`config.mk`:
```
export PLATFORM = sky130hd
export DESIGN_NAME = supe_scan_ctrl
export DESIGN_NICKNAME = d
export VERILOG_FILES = /design/src/rtl/core/supe_pkg.sv /design/src/rtl/core/supe_scan_ctrl.sv
export SDC_FILE = /design/constraint.sdc
export NUM_CORES = 1
export LEC_CHECK = 0
export BUFFER_PORTS_ARGS = -buffer_cell sky130_fd_sc_hd__buf_2
export CORE_ASPECT_RATIO = 0.9
export CORE_UTILIZATION = 53
export CTS_CLUSTER_DIAMETER = 100
export DETAILED_ROUTE_END_ITERATION = 6
export GPL_TIMING_DRIVEN = 0
export HOLD_SLACK_MARGIN = 0.08
export PLACE_DENSITY = 0.86
export SYNTH_ARGS = -nofsm -noshare
export SYNTH_HDL_FRONTEND = slang
export SYNTH_SLANG_ARGS = --single-unit
```
`constraint.sdc`:
```
create_clock -name aclk -period 8.5 [get_ports aclk]
set_input_delay 0.85 -clock aclk [delete_from_list [all_inputs] [get_ports aclk]]
set_output_delay 0.85 -clock aclk [all_outputs]
set_load 0.005 [all_outputs]
```
`src/rtl/core/supe_pkg.sv`:
```
// ----------------------------------------------------------------------------
// supe_pkg
// Shared types, constants and helpers of the 3-SAT unit propagation engine.
// ----------------------------------------------------------------------------
package supe_pkg;

    // Sizes of the clause table and the variable store
    localparam int NUM_VARS    = 1024;
    localparam int NUM_CLAUSES = 4096;

    // Fixed field widths
    localparam int OP_W     = 2;
    localparam int CI_W     = 12;
    localparam int VAR_FW   = 10;
    localparam int CFG_W    = 13;
    localparam int VAL_W    = 2;
    localparam int LITS     = 3;
    localparam int LIT_BITS = VAR_FW + 1;
    localparam int LITS_W   = LITS * LIT_BITS;

    // Derived address and counter widths
    localparam int VAR_AW = (NUM_VARS > 1) ? $clog2(NUM_VARS) : 1;
    localparam int CL_AW  = (NUM_CLAUSES > 1) ? $clog2(NUM_CLAUSES) : 1;
    localparam int CNT_W  = $clog2(NUM_CLAUSES + 1);
    localparam int CLR_N  = (NUM_CLAUSES > NUM_VARS) ? NUM_CLAUSES : NUM_VARS;
    localparam int CLR_AW = (CLR_N > 1) ? $clog2(CLR_N) : 1;

    // Three-valued variable codes
    localparam logic [VAL_W-1:0] VAL_FREE  = 2'd0;
    localparam logic [VAL_W-1:0] VAL_FALSE = 2'd1;
    localparam logic [VAL_W-1:0] VAL_TRUE  = 2'd2;

    typedef enum logic [OP_W-1:0] {
        OP_LOAD   = 2'd0,
        OP_ASSIGN = 2'd1,
        OP_PROP   = 2'd2,
        OP_READ   = 2'd3
    } op_t;

    typedef enum logic [3:0] {
        S_CLEAR,
        S_IDLE,
        S_RDV,
        S_PSCAN,
        S_CWAIT,
        S_V0,
        S_V1,
        S_V2,
        S_RESP
    } state_t;

    typedef struct packed {
        op_t               opcode;
        logic [CI_W-1:0]   clause_index;
        logic [VAR_FW-1:0] lit_var_0;
        logic [VAR_FW-1:0] lit_var_1;
        logic [VAR_FW-1:0] lit_var_2;
        logic              lit_pos_0;
        logic              lit_pos_1;
        logic              lit_pos_2;
        logic [VAR_FW-1:0] variable;
        logic              truth;
    } item_t;

    // Clause entry: active mark over three literals (lit 0 lowest)
    typedef struct packed {
        logic              active;
        logic [LITS_W-1:0] lits;
    } clause_word_t;

    typedef struct packed {
        logic         we;
        logic [CL_AW-1:0] waddr;
        clause_word_t wdata;
        logic [CL_AW-1:0] raddr;
    } clause_req_t;

    typedef struct packed {
        logic              we;
        logic [VAR_AW-1:0] waddr;
        logic [VAL_W-1:0]  wdata;
        logic [VAR_AW-1:0] raddr;
    } var_req_t;

    // Map a variable number onto a store slot
    function automatic logic [VAR_AW-1:0] var_slot(input logic [VAR_FW-1:0] v);
        return VAR_AW'(32'(v) % NUM_VARS);
    endfunction

endpackage

```
`src/rtl/core/supe_scan_ctrl.sv`:
```
// ----------------------------------------------------------------------------
// supe_scan_ctrl
// Sequencer: clears both stores after reset, runs the four operations and
// walks the clause table for propagation, one variable read a cycle.
// ----------------------------------------------------------------------------
module supe_scan_ctrl (
    input  logic                              aclk,
    input  logic                              aresetn,
    input  logic                              in_valid,
    output logic                              in_ready,
    input  supe_pkg::item_t                   item,
    input  logic [supe_pkg::CFG_W-1:0]        clause_count,
    output supe_pkg::clause_req_t             clause_req,
    input  supe_pkg::clause_word_t            clause_rdata,
    output supe_pkg::var_req_t                var_req,
    input  logic [supe_pkg::VAL_W-1:0]        var_rdata,
    output logic                              res_valid,
    input  logic                              res_ready,
    output logic                              res_status,
    output logic [supe_pkg::VAL_W-1:0]        res_value
);

    supe_pkg::state_t state_reg, state_next;
    supe_pkg::op_t    op_reg, op_next;

    logic [supe_pkg::CLR_AW-1:0] clr_reg, clr_next;
    logic [supe_pkg::CNT_W-1:0]  idx_reg, idx_next;
    logic [supe_pkg::CNT_W-1:0]  limit_reg, limit_next;
    logic                        changed_reg, changed_next;
    supe_pkg::clause_word_t      word_reg, word_next;
    logic [supe_pkg::VAL_W-1:0]  val0_reg, val0_next;
    logic [supe_pkg::VAL_W-1:0]  val1_reg, val1_next;
    logic                        res_status_reg, res_status_next;
    logic [supe_pkg::VAL_W-1:0]  res_value_reg, res_value_next;

    logic                          eval_sat;
    logic [1:0]                    eval_free_cnt;
    logic [supe_pkg::VAR_AW-1:0]   eval_free_var;
    logic                          eval_free_pos;
    logic                          scan_end;
    logic                          clr_last;
    logic [supe_pkg::VAL_W-1:0]    lit_val [supe_pkg::LITS];

    assign scan_end = (idx_reg == limit_reg);
    assign clr_last = (clr_reg == supe_pkg::CLR_AW'(supe_pkg::CLR_N - 1));

    // Judge the clause held in word_reg against its three variable values
    assign lit_val[0] = val0_reg;
    assign lit_val[1] = val1_reg;
    assign lit_val[2] = var_rdata;

    always_comb begin
        eval_sat      = 1'b0;
        eval_free_cnt = 2'd0;
        eval_free_var = '0;
        eval_free_pos = 1'b0;
        for (int k = 0; k < supe_pkg::LITS; k++) begin
            if (lit_val[k] == supe_pkg::VAL_FREE) begin
                eval_free_cnt = eval_free_cnt + 2'd1;
                eval_free_var = supe_pkg::var_slot(
                    word_reg.lits[supe_pkg::LIT_BITS*k +: supe_pkg::VAR_FW]);
                eval_free_pos = word_reg.lits[supe_pkg::LIT_BITS*k + supe_pkg::VAR_FW];
            end else if ((word_reg.lits[supe_pkg::LIT_BITS*k + supe_pkg::VAR_FW] &&
                          lit_val[k] == supe_pkg::VAL_TRUE) ||
                         (!word_reg.lits[supe_pkg::LIT_BITS*k + supe_pkg::VAR_FW] &&
                          lit_val[k] == supe_pkg::VAL_FALSE)) begin
                eval_sat = 1'b1;
            end
        end
    end

    // Next state
    always_comb begin
        state_next = state_reg;
        case (state_reg)
            supe_pkg::S_CLEAR: begin
                if (clr_last) state_next = supe_pkg::S_IDLE;
            end
            supe_pkg::S_IDLE: begin
                if (in_valid) begin
                    case (item.opcode)
                        supe_pkg::OP_PROP: state_next = supe_pkg::S_PSCAN;
                        supe_pkg::OP_READ: state_next = supe_pkg::S_RDV;
                        default:           state_next = supe_pkg::S_RESP;
                    endcase
                end
            end
            supe_pkg::S_RDV: state_next = supe_pkg::S_RESP;
            supe_pkg::S_PSCAN: begin
                if (!scan_end) begin
                    state_next = supe_pkg::S_CWAIT;
                end else if (!changed_reg) begin
                    state_next = supe_pkg::S_RESP;
                end
            end
            supe_pkg::S_CWAIT: begin
                state_next = clause_rdata.active ? supe_pkg::S_V0 : supe_pkg::S_PSCAN;
            end
            supe_pkg::S_V0: state_next = supe_pkg::S_V1;
            supe_pkg::S_V1: state_next = supe_pkg::S_V2;
            supe_pkg::S_V2: begin
                if (!eval_sat && eval_free_cnt == 2'd0) begin
                    state_next = supe_pkg::S_RESP;
                end else begin
                    state_next = supe_pkg::S_PSCAN;
                end
            end
            supe_pkg::S_RESP: begin
                if (res_ready) state_next = supe_pkg::S_IDLE;
            end
            default: state_next = supe_pkg::S_CLEAR;
        endcase
    end

    // Outputs and datapath
    always_comb begin
        in_ready        = 1'b0;
        res_valid       = 1'b0;
        clause_req      = '0;
        var_req         = '0;
        op_next         = op_reg;
        clr_next        = clr_reg;
        idx_next        = idx_reg;
        limit_next      = limit_reg;
        changed_next    = changed_reg;
        word_next       = word_reg;
        val0_next       = val0_reg;
        val1_next       = val1_reg;
        res_status_next = res_status_reg;
        res_value_next  = res_value_reg;
        case (state_reg)
            supe_pkg::S_CLEAR: begin
                // Sweep both stores back to inactive and unassigned
                clause_req.we    = (32'(clr_reg) < supe_pkg::NUM_CLAUSES);
                clause_req.waddr = supe_pkg::CL_AW'(clr_reg);
                var_req.we       = (32'(clr_reg) < supe_pkg::NUM_VARS);
                var_req.waddr    = supe_pkg::VAR_AW'(clr_reg);
                var_req.wdata    = supe_pkg::VAL_FREE;
                clr_next         = clr_reg + 1'b1;
            end
            supe_pkg::S_IDLE: begin
                in_ready = 1'b1;
                if (in_valid) begin
                    op_next         = item.opcode;
                    res_status_next = 1'b0;
                    res_value_next  = supe_pkg::VAL_FREE;
                    case (item.opcode)
                        supe_pkg::OP_LOAD: begin
                            clause_req.we    = (32'(item.clause_index) <
                                                supe_pkg::NUM_CLAUSES);
                            clause_req.waddr = supe_pkg::CL_AW'(item.clause_index);
                            clause_req.wdata.active = 1'b1;
                            clause_req.wdata.lits   = {item.lit_pos_2, item.lit_var_2,
                                                       item.lit_pos_1, item.lit_var_1,
                                                       item.lit_pos_0, item.lit_var_0};
                        end
                        supe_pkg::OP_ASSIGN: begin
                            var_req.we    = 1'b1;
                            var_req.waddr = supe_pkg::var_slot(item.variable);
                            var_req.wdata = item.truth ? supe_pkg::VAL_TRUE
                                                       : supe_pkg::VAL_FALSE;
                        end
                        supe_pkg::OP_PROP: begin
                            limit_next   = (32'(clause_count) > supe_pkg::NUM_CLAUSES) ?
                                           supe_pkg::CNT_W'(supe_pkg::NUM_CLAUSES) :
                                           supe_pkg::CNT_W'(clause_count);
                            idx_next     = '0;
                            changed_next = 1'b0;
                        end
                        supe_pkg::OP_READ: begin
                            var_req.raddr = supe_pkg::var_slot(item.variable);
                        end
                        default: ;
                    endcase
                end
            end
            supe_pkg::S_RDV: begin
                res_value_next = var_rdata;
            end
            supe_pkg::S_PSCAN: begin
                // Fetch the next clause, or restart the pass after a fix
                if (!scan_end) begin
                    clause_req.raddr = supe_pkg::CL_AW'(idx_reg);
                end else if (changed_reg) begin
                    idx_next     = '0;
                    changed_next = 1'b0;
                end
            end
            supe_pkg::S_CWAIT: begin
                if (clause_rdata.active) begin
                    word_next     = clause_rdata;
                    var_req.raddr = supe_pkg::var_slot(
                        clause_rdata.lits[supe_pkg::VAR_FW-1:0]);
                end else begin
                    idx_next = idx_reg + 1'b1;
                end
            end
            supe_pkg::S_V0: begin
                val0_next     = var_rdata;
                var_req.raddr = supe_pkg::var_slot(
                    word_reg.lits[supe_pkg::LIT_BITS +: supe_pkg::VAR_FW]);
            end
            supe_pkg::S_V1: begin
                val1_next     = var_rdata;
                var_req.raddr = supe_pkg::var_slot(
                    word_reg.lits[2*supe_pkg::LIT_BITS +: supe_pkg::VAR_FW]);
            end
            supe_pkg::S_V2: begin
                if (eval_sat) begin
                    // Drop a satisfied clause from later passes
                    clause_req.we           = 1'b1;
                    clause_req.waddr        = supe_pkg::CL_AW'(idx_reg);
                    clause_req.wdata.active = 1'b0;
                    clause_req.wdata.lits   = word_reg.lits;
                    idx_next                = idx_reg + 1'b1;
                end else if (eval_free_cnt == 2'd0) begin
                    res_status_next = 1'b1;
                end else begin
                    if (eval_free_cnt == 2'd1) begin
                        var_req.we    = 1'b1;
                        var_req.waddr = eval_free_var;
                        var_req.wdata = eval_free_pos ? supe_pkg::VAL_TRUE
                                                      : supe_pkg::VAL_FALSE;
                        changed_next  = 1'b1;
                    end
                    idx_next = idx_reg + 1'b1;
                end
            end
            supe_pkg::S_RESP: begin
                res_valid = 1'b1;
            end
            default: ;
        endcase
    end

    assign res_status = res_status_reg;
    assign res_value  = res_value_reg;

    // Control registers
    always_ff @(posedge aclk) begin
        if (!aresetn) begin
            state_reg   <= supe_pkg::S_CLEAR;
            clr_reg     <= '0;
            changed_reg <= 1'b0;
        end else begin
            state_reg   <= state_next;
            clr_reg     <= clr_next;
            changed_reg <= changed_next;
        end
    end

    // Payload registers
    always_ff @(posedge aclk) begin
        op_reg         <= op_next;
        idx_reg        <= idx_next;
        limit_reg      <= limit_next;
        word_reg       <= word_next;
        val0_reg       <= val0_next;
        val1_reg       <= val1_next;
        res_status_reg <= res_status_next;
        res_value_reg  <= res_value_next;
    end

    // Only propagate may report a conflict
    a_conflict_prop : assert property (@(posedge aclk) disable iff (!aresetn)
        (res_valid && res_status) |-> (op_reg == supe_pkg::OP_PROP))
        else $error("conflict reported for an operation other than propagate");

    // The scan index never runs past the clamped clause count
    a_idx_bound : assert property (@(posedge aclk) disable iff (!aresetn)
        (state_reg == supe_pkg::S_PSCAN) |-> (idx_reg <= limit_reg))
        else $error("scan index beyond clause count");

    // A clause either fixes a variable or is deactivated, never both
    a_fix_xor_drop : assert property (@(posedge aclk) disable iff (!aresetn)
        (state_reg == supe_pkg::S_V2 && var_req.we) |-> !clause_req.we)
        else $error("fix and deactivation in the same clause");

    // A fix forces another pass
    a_fix_changed : assert property (@(posedge aclk) disable iff (!aresetn)
        (state_reg == supe_pkg::S_V2 && var_req.we) |=> changed_reg)
        else $error("fix did not mark the pass as changed");

    // Every accepted item leaves the idle state
    a_accept_busy : assert property (@(posedge aclk) disable iff (!aresetn)
        (in_valid && in_ready) |=> (state_reg != supe_pkg::S_IDLE))
        else $error("item accepted without starting work");

endmodule

```
=== Yosys cells after proc, flatten, opt, wreduce, memory -nomap -nowiden ===
Cells that the tools add are included.

* Flip-flop bits (word level): 83
* Input bits: 111
* Output and inout bits: 87
* Logic and storage cells: 145

* Add/subtract/negate cells: 4
* $lt $le $gt $ge: 2
* Equality and inequality tests: 33
* Muxes and demuxes: 65
* Reductions and logical operators: 31

{| class="wikitable"
|+ Operators with widths
! operator !! number
|-
| two-way mux 13 bit || 11
|-
| two-way mux 47 bit || 3
|-
| one-hot mux 13 bit (3 select lines) || 2
|-
| one-hot mux 34 bit (2 select lines) || 1
|-
| one-hot mux 13 bit (4 select lines) || 1
|-
| two-way mux 10 bit || 5
|-
| one-hot mux 10 bit (4 select lines) || 1
|-
| one-hot mux 4 bit (9 select lines) || 1
|-
| two-way mux 12 bit || 2
|-
| two-way mux 4 bit || 6
|-
| two-way mux 23 bit || 1
|-
| two-way mux 1 bit || 21
|-
| inequality test 2 bit (second input constant) || 10
|-
| == test 4 x 3 -> 1 bit (second input constant) || 4
|-
| AND reduction 7 bit || 2
|-
| adder 13 x 1 -> 13 bit (second input constant) || 1
|-
| == test 13 bit || 1
|-
| greater-than comparator 13 bit (second input constant) || 1
|-
| adder 12 x 1 -> 12 bit (second input constant) || 1
|-
| == test 12 bit (second input constant) || 1
|-
| < comparator 12 x 11 -> 1 bit (second input constant) || 1
|-
| == test 2 x 1 -> 1 bit (second input constant) || 5
|-
| == test 2 bit (second input constant) || 5
|-
| logical NOT 2 bit || 5
|-
| 22 further kinds || 43
|}

=== Logic depth before layout (Yosys ltp) ===
Gate-level depths: netlist of the first run.

* Depth after elaboration: 13
* Gate-level depth with buffers: 9
* Depth with buffers taken out: 8

=== Worst setup path after synthesis of the first run ===
Ideal clock, no wire load.

* Path kind: input -> register
* From: in clause_rdata[33] in the netlist's numbering
* To: reg idx_reg[0] in the netlist's numbering (enable)
* Library setup time: 417 ps
* Arrival: 3205 ps
* Data required time: 8083 ps
* Slack: 4878 ps
* Stages on the path: 3
* Cells stage by stage: and3_1 > clkbuf_1 > nor4_1

* Cells in the longest elaborated chain, start to end: 2

{| class="wikitable"
|+ RTL lines
! what !! line !! text
|-
| start: declaration || supe_scan_ctrl.sv:14 || <nowiki>input supe_pkg::clause_word_t clause_rdata,</nowiki>
|-
| inequality test 2 bit (no line) || - ||
|-
| AND reduction 7 bit (no line) || - ||
|-
| end signal: assignment || supe_scan_ctrl.sv:255 || <nowiki>idx_reg <= idx_next;</nowiki>
|-
| end: declaration || supe_scan_ctrl.sv:27 || <nowiki>logic [supe_pkg::CNT_W-1:0] idx_reg, idx_next;</nowiki>
|}

No other way between the ends.
A chain may end at the register's enable or synchronous reset.

==> results list, run 1 <==
- Run status: finished, violations left
- Violations in the final reports: DRC
- Cell with the most instances on the worst path: buf_2
- ANT cells: 0
* Share of post-route cells with drive strength above 1: 35.7%
- The via count of the first global-routing pass is 4753.
* Cell family contributing the most delay on the critical path: buffers and inverters
- For this run, the register share of the synthesized area comes to a little under half.
- The tightest min-delay check is of the reg -> reg type.
- Max-cap viol count: 0
- The HPWL after detailed placement is 12.5 mm.
- Together, buffers and inverters on the worst path number 4.
- Total of warnings raised by yosys: 0
- The netlist uses 55 different library cells.
- Setup slack at placement: 5010 ps
- Resized Gates After CTS: 0
- Count of input and output buffers: 197
- Number of buffers created by CTS: 9
- Worst hold start: changed_reg
- Type of the worst setup path: reg -> out
* RePlAce Congestion: 0.934
- Final net count: 816
- The worst setup path is launched from a register.
- Number of antenna violations at the first check in global routing: 0
- On the critical path, the stage with the largest delay is an instance of edfxtp_1.
- Data required time of the worst path: 7650 ps
- The floorplan has 33 rows.
* Crit path max fanout: 10
- Maximum operating frequency: about 280 MHz
* Critical Path AT: 2780 ps
* Fillcell total: 743
* Unrepaired setup endpoints after global routing: no
- Setup slack after layout: around 4900 ps
- Synthesis produced a netlist with a net count of 606.
- Chip Width: 104 microns
- Post-layout min period: between 3000 and 4000 ps
- For this run, design rule violations remaining after detail routing come to 6.
* Worst r2r src: val1_reg[0]
- Buffers inserted by post-CTS timing repair: 0
- Traced cell by cell, the critical path runs through or2_2 -> inv_1 -> buf_2 -> ha_1 -> nand2b_1 -> o22ai_2 -> or3b_1 -> buf_6 -> o311ai_0 -> buf_2.
- The floorplan step set the die height to slightly above 90 microns.
- VDD IR-drop max: about 0.12 mV
* Initial core utilization: 54.3%
- Initial DRC count: approximately 610
* Detailed-route vias per instance: 6.25
- After detailed routing, the total wire length is 16.3 mm.
- Total setup violations reported at the end of the flow: 0
* Clock tree sinks: a little over 80
- Clock latency on the worst-skew pair, taken at its later pin, is 360 ps.
* Summed negative setup slack over all endpoints: 0 ps
- Compared with the post-synthesis result, the final layout area differs by 27.8%.
- Crit end category: primary output
- CTS tree: done
- For this design the top-level I/O count stands at 198.
- Hold Buf Count CTS: 0
- Final hold analysis gives a worst-case slack of 488 ps.
* First-pass GRT wire length: 25.0 mm
- Library cell used as clock root buffer: clkbuf_8
- Maximum number of pins on one net before global-route repair: 42
- Across the routed clock network, the largest skew measured is 13.4 ps.
- The analysis attributes to cell leakage a power of 2.93 nW.
* Crit path largest cell delay: 400 ps
- Critical Path Start: val1_reg[0]
* Cell Area, Synth: 4940 sq um
* Primary flip-flop cell chosen by synthesis mapping: edfxtp_1
- Count of antenna-violating nets left after detailed routing: 0
- Counting flops with a built-in enable in the synthesized netlist gives 66.
* Synthesized instance count: 491
* Worst slew margin: between 20% and 30%
* Clock transition at the registers of the reported paths: 90 ps
- The H-tree generated during clock tree synthesis spans 3 levels.
- At the pin with the least slew margin, the transition time is 1190 ps.
- The register with the most flip-flops in the layout has 33 of them.
- Global routing consumed, over all layers together, 33.3% of the routing resources.
- The core region is 9080 sq um.
* Max Slew Vio Count: 0
- A synthesized cell averages 10.1 sq um.
* Async SR Flop Fraction: 0%
- Number of buffers on the longest clock path: 2
* Overflow after GRT: 0
* Vias post-DR: between 5000 and 6000
* Area enclosed by the die boundary: 9700 sq um
- Areal power density over the cells: 138 nW/um^2
- Mean routed wirelength per cell: around 20 microns
- In this run, synthesis produced a sequential element count of 83.
- The hold violation total from the final report was 0.
* Crit share post-route: 42.8%
* Number of optimization iterations in the first detailed-route pass: 7
==> metal layers <==
metal	wire length, microns	GRT usage (%)	part of all wire [%]
met5	0	0	0
met4	503	13.2	3.1
met3	1570	6.69	9.6
met2	7750	54.4	47
met1	6510	43.6	40
==> area by class of cell <==
class                           count  area, sq um  share of cell area (%)
Buffer                             38          185                    2.94
Clock buffer                       10          128                    2.02
Clock inverter                      6         71.3                    1.13
Inverter                           21         78.8                    1.25
Multi-Input combinational cell    349         2360                    37.4
Sequential cell                    83         2320                    36.8
Tap cell                          122          153                    2.42
Timing Repair Buffer              199         1010                    16.1
==> Yosys cell counts, types with 12 or more instances <==
cell      count  area [sq um]
nor2_1       46           173
a21oi_1      12          60.1
nor2b_1      15          93.8
xor2_1       23           201
a222oi_1     22           220
dfxtp_1      17           340
edfxtp_1     66          1980
inv_1        21          78.8
nand2_1      41           154
clkbuf_1     18          67.6
o21ai_0      18          90.1
and3_1       19           119
a22o_1       33           289
buf_2        15          75.1
==> cell families after synthesis <==
family / synth area share (%)
AOI/OAI and AO/OA: 21.6
adders and majority gates: 1.01
buffers and inverters: 5.32
xor gates and xnor gates: 6.01
DFF: 47.0
and+or+nand+nor: 19.0
==> worst reg2reg max path, cell delays in order (launching register included) <==
cell	delay, ps
edfxtp_1	400
or2_2	330
inv_1	130
buf_2	270
ha_1	210
nor2_1	50
o2bb2ai_1	130
nand2_1	150
o21ai_0	120
nor4_2	480
buf_4	300
==> power breakdown <==
group / switching [mW] / total, mW / internal, mW
sequential: 0.00985 / 0.453 / 0.443
combinational: 0.0664 / 0.122 / 0.0559
clock: 0.158 / 0.296 / 0.139
total: 0.234 / 0.871 / 0.638
==> cells in the final DEF (no fill, tap or decap), types with 9 or more instances in the layout <==
cell type	n
inv_1	21
a22o_1	33
edfxtp_1	66
xor2_1	23
a222oi_1	22
nand2_1	41
clkbuf_1	18
a21oi_1	12
o21ai_0	18
nand3_1	10
nor2_1	46
nor2b_1	15
buf_2	212
a221o_1	10
and3_1	19
clkbuf_8	9
xnor2_1	9
dfxtp_1	17
a22oi_1	11
==> final timing paths <==
path | endpoint | slack, ps | depth (start not counted)
worst min register to register | changed_reg | 490 | 2
worst max register to register | idx_reg[1] | 5640 | 10
worst max-delay path | var_req[22] | 4870 | 10
worst min-delay path | changed_reg | 490 | 2
==> through the flow <==
step / total power [mW] / cells / utilization [%] / area, sq um
finish: 0.871 / 828 / 69.4 / 6310
global route: 0.897 / 828 / 69.4 / 6310
CTS: 0.868 / 828 / 69.4 / 6310
detailed placement: 0.581 / 812 / 67.3 / 6110
global placement: 0.579 / 810 / 66.9 / 6070
floorplan: 0.517 / 491 / - / 4940
(Power assumes the default switching activity.)
==> run 2: changes to the inputs <==
- CORE_UTILIZATION: 53 -> 49
- PLACE_DENSITY: 0.86 -> 0.81
- clock period: 8.5 -> 3.8 ns (I/O delays scaled with it)
==> run 2 against run 1 <==
Effect of this change:
- the run still ends with DRC left
- cell area about the same
- sequential share of layout area about the same
- via count decreased by 1.5%
- die area rose by 8.0%
- final cell count rose by 0.48%
- first-iteration DRC count shrank 13%
- sequential cell count did not move
- global-route usage shrank 1.7 points
- register-to-register slack got worse by 4700 ps
- non-clock buffer count unchanged
- critical endpoint unchanged
- largest power group unchanged
==> results list, run 2 (same netlist as run 1, synthesis figures left out) <==
- From left edge to right edge, the die measures approximately 110 microns.
- On the final layout, the worst hold slack is 193 ps.
- At the pin with the least slew margin, the transition time is roughly 1200 ps.
* Initial DRC count: 535
- I/O Pins: 198
* Vias post-DR: a little over 5000
- Data required time of the worst path: 3420 ps
* Max Clock Skew: between 10 and 15 ps
* Flip-flop count of the largest register, all copies and words added: 33
* Maximum operating frequency: 313 MHz
- Clock-pin slew was measured on the worst setup and hold paths at 90 ps.
- Share of post-route cells with drive strength above 1: 35.6%
- DRC violation count after routing: 2
* Core Region: 9740 sq um
* Hold Path Depth: 1
- After detailed routing, the total wire length is 16.3 mm.
* Setup slack after layout: roughly 600 ps
- In this run, CTS created clock tree buffers numbering 9.
* Total number of placement rows: 34
- Dividing the final minimum period by the clock period gives 84.1%.
- Worst min-delay path category: in -> reg
- The hold violation total from the final report was 0.
- Maximum number of pins on one net before global-route repair: 42
* Slack of the worst reg-to-reg path: about 900 ps
* Areal power density over the cells: slightly above 300 nW/um^2
- Clock tree sinks: 83
* Hold Buf Count CTS: 0
- Setup slack at placement: between 900 and 1000 ps
- The library cell used most frequently in the layout, excluding fill and tap cells, is buf_2.
* Worst hold start: clause_rdata[27]
- Count of input and output buffers: ~200
- Buffers inserted by post-CTS timing repair: 0
- The net count of the finished layout is 816.
* Clock latency on the worst-skew pair: 350 ps
- Most frequent cells in the layout: 212 x buf_2, 66 x edfxtp_1, 46 x nor2_1
* Kind of launch point of the worst setup path: register
- The count of pins over their slew limit was 0.
- After routing, the total negative slack on setup checks comes to 0 ps.
- VDD IR-drop max: between 0.2 and 0.25 mV
- The via count of the first global-routing pass is 4834.
- CTS tree: done
* Area Overhead vs Synth: 27.8%
- Once the floorplan was initialized, standard cells occupied 50.7% of the core.
- Total setup violations reported at the end of the flow: 0
* Chip Height: around 97 microns
- Number of antenna violations at the first check in global routing: 0
- Number of buffers on the longest clock path: 2
- Gates resized during post-CTS repair numbered 0.
- Number of optimization iterations in the first detailed-route pass: 7
* Post-layout total power: 1.92 mW
* Crit end category: primary output
* Violations in the final reports: DRC
* Overflow after GRT: 0
- For hold timing, the worst endpoint is word_reg[27].
- Routability-driven placement finished with a final weighted congestion of 0.920.
- Number of H-tree levels: 3
* Worst r2r src: val1_reg[0]
* Library cell used as clock root buffer: clkbuf_8
* Run status: finished, violations left
- Cell leakage power: 2.93 nW
* Depth of the most critical reg-to-reg path: 10
* Crit path max fanout: 10
- Worst slew margin: 19.6%
- Once detail routing completed, the nets flagged for antenna violations numbered 0.
- Detailed-route vias per instance: between 6 and 7
- Reg-to-Reg End: idx_reg[2]
- In the final routed layout, each cell accounts on average for approximately 20 microns.
* Total global-route track usage: between 30% and 40%
- Post-layout min period: 3190 ps
- Area enclosed by the die boundary: 10500 sq um
* Max-cap viol count: 0
- Detailed placer's ending HPWL: 12.5 mm
- STA puts the critical path data arrival time at 2810 ps.
* First-pass GRT wire length: 25.2 mm
- Setup repair after global routing left no endpoint under its margin.
- Type of the worst setup path: reg -> out
- Util after Layout: roughly 65%
- The repair_antennas step left the layout with diodes totalling 0.
==> run 2: cell count changes in the layout (fill, tap and decap cells not counted) <==
cell | previous run | this run
clkinv_1 | 0 | 2
clkbuf_1 | 18 | 17
clkinv_2 | 0 | 1
clkinvlp_4 | 2 | 1
inv_6 | 2 | 1
==> run 2: worst max-delay path, stage by stage, from the launching register on <==
cell	delay, ps
edfxtp_1	400
or2_2	340
inv_1	120
buf_2	280
ha_1	210
nand2b_1	120
o22ai_2	100
or3b_1	270
buf_6	180
o311ai_0	230
buf_2	200
==> run 2: metrics by stage <==
step                      cell area, sq um  std cells
after global routing                  6310        832
final                                 6310        832
after detailed placement              6110        816
after CTS                             6310        832
after floorplan                       4940        491
after global placement                6080        814
==> run 2: report_power, final <==
group / internal [mW] / switching [mW]
registers: 0.991 / 0.0228
clock network: 0.302 / 0.336
logic: 0.125 / 0.146
==> run 2: final cells by class <==
type / count / area (sq um)
inverter: 21 / 78.8
clock inverter: 7 / 67.6
buffer: 38 / 185
fill: 799 / 3440
timing repair buffer: 199 / 1010
sequential: 83 / 2320
clock buffer: 9 / 124
multi-input combinational: 349 / 2360
tap: 126 / 158
==> run 2: routing by layer <==
metal / GRT usage (%) / up-vias / share of wire, % / wire [microns]
met5: 0 / - / 0 / 0
met4: 11.9 / 0 / 2.6 / 419
met3: 5.97 / 41 / 9.4 / 1530
met2: 48.8 / 343 / 48 / 7790
met1: 43.7 / 2416 / 40 / 6600
li1: - / 2300 / - / -
==> run 2: worst max path at each step <==
stage	to	slack [ps]	depth (start not counted)	start
after floorplan	idx_reg[0]	310	5	state_reg[1]
after global placement	idx_reg[8]	-840	5	state_reg[1]
after detailed placement	idx_reg[8]	1000	10	val1_reg[0]
after CTS	var_req[22]	670	8	val0_reg[0]
after global routing	var_req[22]	500	10	val1_reg[0]
final	var_req[22]	610	10	val1_reg[0]
==> run 3: changes to the inputs <==
- CORE_UTILIZATION: 49 -> 44
- PLACE_DENSITY: 0.81 -> 0.77
- clock period: 3.8 -> 2.6 ns (I/O delays scaled with it)
==> run 3 against run 2 <==
Effect of this change:
- the run ends with DRC, setup timing left
- cell area is 7.4% higher
- worst hold slack worse by 96 ps
- first-iteration DRC count rose by 3.7%
- total power is 59% higher
- combinational power increased by 58%
- non-clock buffer count up 14
- die area is 11% higher
- worst setup slack worse by 700 ps
- sequential cell count did not move
- utilization fell by 2.4 points
- largest power group unchanged
==> results list, run 3 (same netlist as run 1, synthesis figures left out) <==
- The run finished, with violations left.
- The checks that failed: DRC, setup timing.
- Number of antenna violations at the first check in global routing: 0
- The floorplan has 36 rows.
* Share of post-route cells with drive strength above 1: 41.8%
* GR peak layer: met2
- At the pin with the least slew margin, the transition time is 1160 ps.
* Mean routed wirelength per cell: 19.9 microns
* Clock transition at the registers of the reported paths: 60 ps
- Detailed placer's ending HPWL: 12.7 mm
- Power spread over the standard cell area amounts to 452 nW/um^2.
- The H-tree was split into 3 levels.
* Initial DRC count: 555
* Max-cap viol count: 0
* Data required time of the worst path: approximately 2300 ps
- The first global-routing pass estimated between 20 and 30 mm of wire.
- Port buffering added 197 buffers.
- ANT cells: 0
- The hold violation total from the final report was 0.
* Initial core utilization: 45.5%
* Via count of the first global-routing pass: 4708
* Overflow after GRT: 0
* Count of antenna-violating nets left after detailed routing: 0
- IR analysis of the VDD net gives a maximum drop of 0.317 mV.
- Fill cells in the final layout number 913.
* Most common cell after layout, fill and taps aside: buf_2
- Critical Path AT: 2430 ps
- Total global-route track usage: 28.8%
* Worst min-delay path category: in -> reg
- Post-layout min period: 2690 ps
* Cell with the most instances on the worst path: or3b_4
- Slack of the worst reg-to-reg path: 220 ps
- Register area: 2320 sq um
- Library cell used as clock root buffer: clkbuf_16
* Vias post-DR: 5191
- Setup slack after layout: -89.8 ps
* Unrepaired setup endpoints after global routing: yes
- After layout, the worst path uses 103% of the clock period.
- In the final layout, the multi-input gates occupy 2520 sq um.
- The worst setup path is launched from a register.
- The worst setup path is of the reg -> out kind.
- For this run, the slowest stage of the critical path takes 460 ps.
- Cell leakage power: between 3 and 4 nW
- CTS saw slightly above 80 sinks.
* GR Util met2: 46.5%
* Number of buffers on the longest clock path: 2
* Chip Width: 114 microns
* Total setup violations reported at the end of the flow: 16
* Max Clock Skew: 10.0 ps
* Crit path max fanout: 5
* Flip-flop count of the largest register, all copies and words added: 33
- Routability-driven placement finished with a final weighted congestion of just over 0.9.
- With fillers left out, the area of the finished cells amounts to 6770 sq um.
- Chip Height: 102 microns
- On the final layout, the worst hold slack is 96.9 ps.
- Timing would allow up to approximately 370 MHz.
* Crit end category: primary output
- The count of pins over their slew limit is 0.
* Maximum number of pins on one net before global-route repair: 43
* Worst path buffer plus inverter count: 2
- The slowest stage of the critical path belongs to the cell or3b_4.
- Ordered list of cells on the worst path: or2_4 -> ha_4 -> or3b_4 -> o22ai_2 -> or3b_4 -> buf_8 -> o21ai_4 -> buf_2
- CTS tree: done
* Worst slew margin: 22.5%
* Detailed-route vias per instance: 5.95
- Met1 track demand over resource: 38.8%
- 198 I/O pins were placed.
- The core region is ~11000 sq um.
- Final net count: 830
- Grouping stages by cell kind, the critical path spends the most delay in simple AND/OR/NAND/NOR gates.
* Clock latency on the worst-skew pair: between 300 and 400 ps
* Number of optimization iterations in the first detailed-route pass: 7
- TritonCTS created 9 clock buffers.
* Area enclosed by the die boundary: 11600 sq um
- In the layout the commonest cells are 208 x buf_2, 66 x edfxtp_1, 44 x nor2_1.
* Total detailed-routing wirelength: 17.4 mm
* Hold Buf Count CTS: 0
* Total placed instance area: 6130 sq um
- For met3 alone, demand over resource in global routing was 4.98%.
* Setup slack at placement: -544 ps
- Area Overhead vs Synth: 37.2%
- After detailed routing, the number of remaining DRC violations is 16.
[run 3: changes by cell type in the layout (fill, tap and decap cells not counted), sizes merged]
cell    previous run  this run
clkbuf            27        30
bufinv             1         0
inv               22        21
buf              219       232
[run 3: final timing paths]
kind / endpoint / from / cells after the start
worst max-delay path: var_req[14] / val1_reg[0] / 8
worst min-delay path: word_reg[30] / clause_rdata[30] / 1
worst max register to register: changed_reg / val1_reg[0] / 10
worst min register to register: changed_reg / changed_reg / 2
[run 3: repair_timing]
| action | in CTS | in global routing |
|---|---|---|
| setup endpoints to repair | 81 | 77 |
| gates resized for setup | 36 | 30 |
| cloned | 1 | 1 |
| pin swaps | 12 | 4 |
| setup buffers | 11 | 4 |
[run 3: layout make-up]
class / count / share of cell area [%]
multi-input combinational: 349 / 37.3
sequential: 83 / 34.3
timing repair buffer: 214 / 17.0
buffer: 37 / 3.46
clock buffer: 11 / 3.44
tap: 152 / 2.81
inverter: 21 / 1.20
clock inverter: 5 / 0.443
[run 3: per-stage QoR]
| stage | util [%] | cells | power [mW] | TNS (ps) |
|---|---|---|---|---|
| 2_1_floorplan | - | 491 | 1.69 | 0 |
| 3_3_place_gp | 56.5 | 840 | 1.90 | -7110 |
| 3_5_place_dp | 56.5 | 840 | 1.90 | -8710 |
| 4_1_cts | 61.2 | 868 | 3.05 | -118 |
| 5_1_grt | 62.4 | 872 | 3.16 | -2220 |
| 6_report | 62.4 | 872 | 3.06 | -390 |
[run 3: report_power, final]
part / total [mW] / switching (mW) / internal, mW
combinational: 0.428 / 0.231 / 0.196
clock: 1.15 / 0.504 / 0.643
sequential: 1.49 / 0.0347 / 1.45
[run 3: metal layers]
layer / vias to the layer above / wire length [microns] / share of wire, %
li1: 2329 / - / -
met1: 2477 / 7030 / 40
met2: 337 / 8410 / 48
met3: 48 / 1480 / 8.5
met4: 0 / 451 / 2.6
met5: - / 0 / 0
[run 3: worst reg2reg max path, stage by stage (launching register included)]
cell and delay [ps]:
edfxtp_1 350, or2_4 160, ha_4 120, or3b_4 380
o22ai_2 160, or3b_4 460, buf_16 170, buf_4 120
buf_4 120, buf_4 120, o22ai_1 130
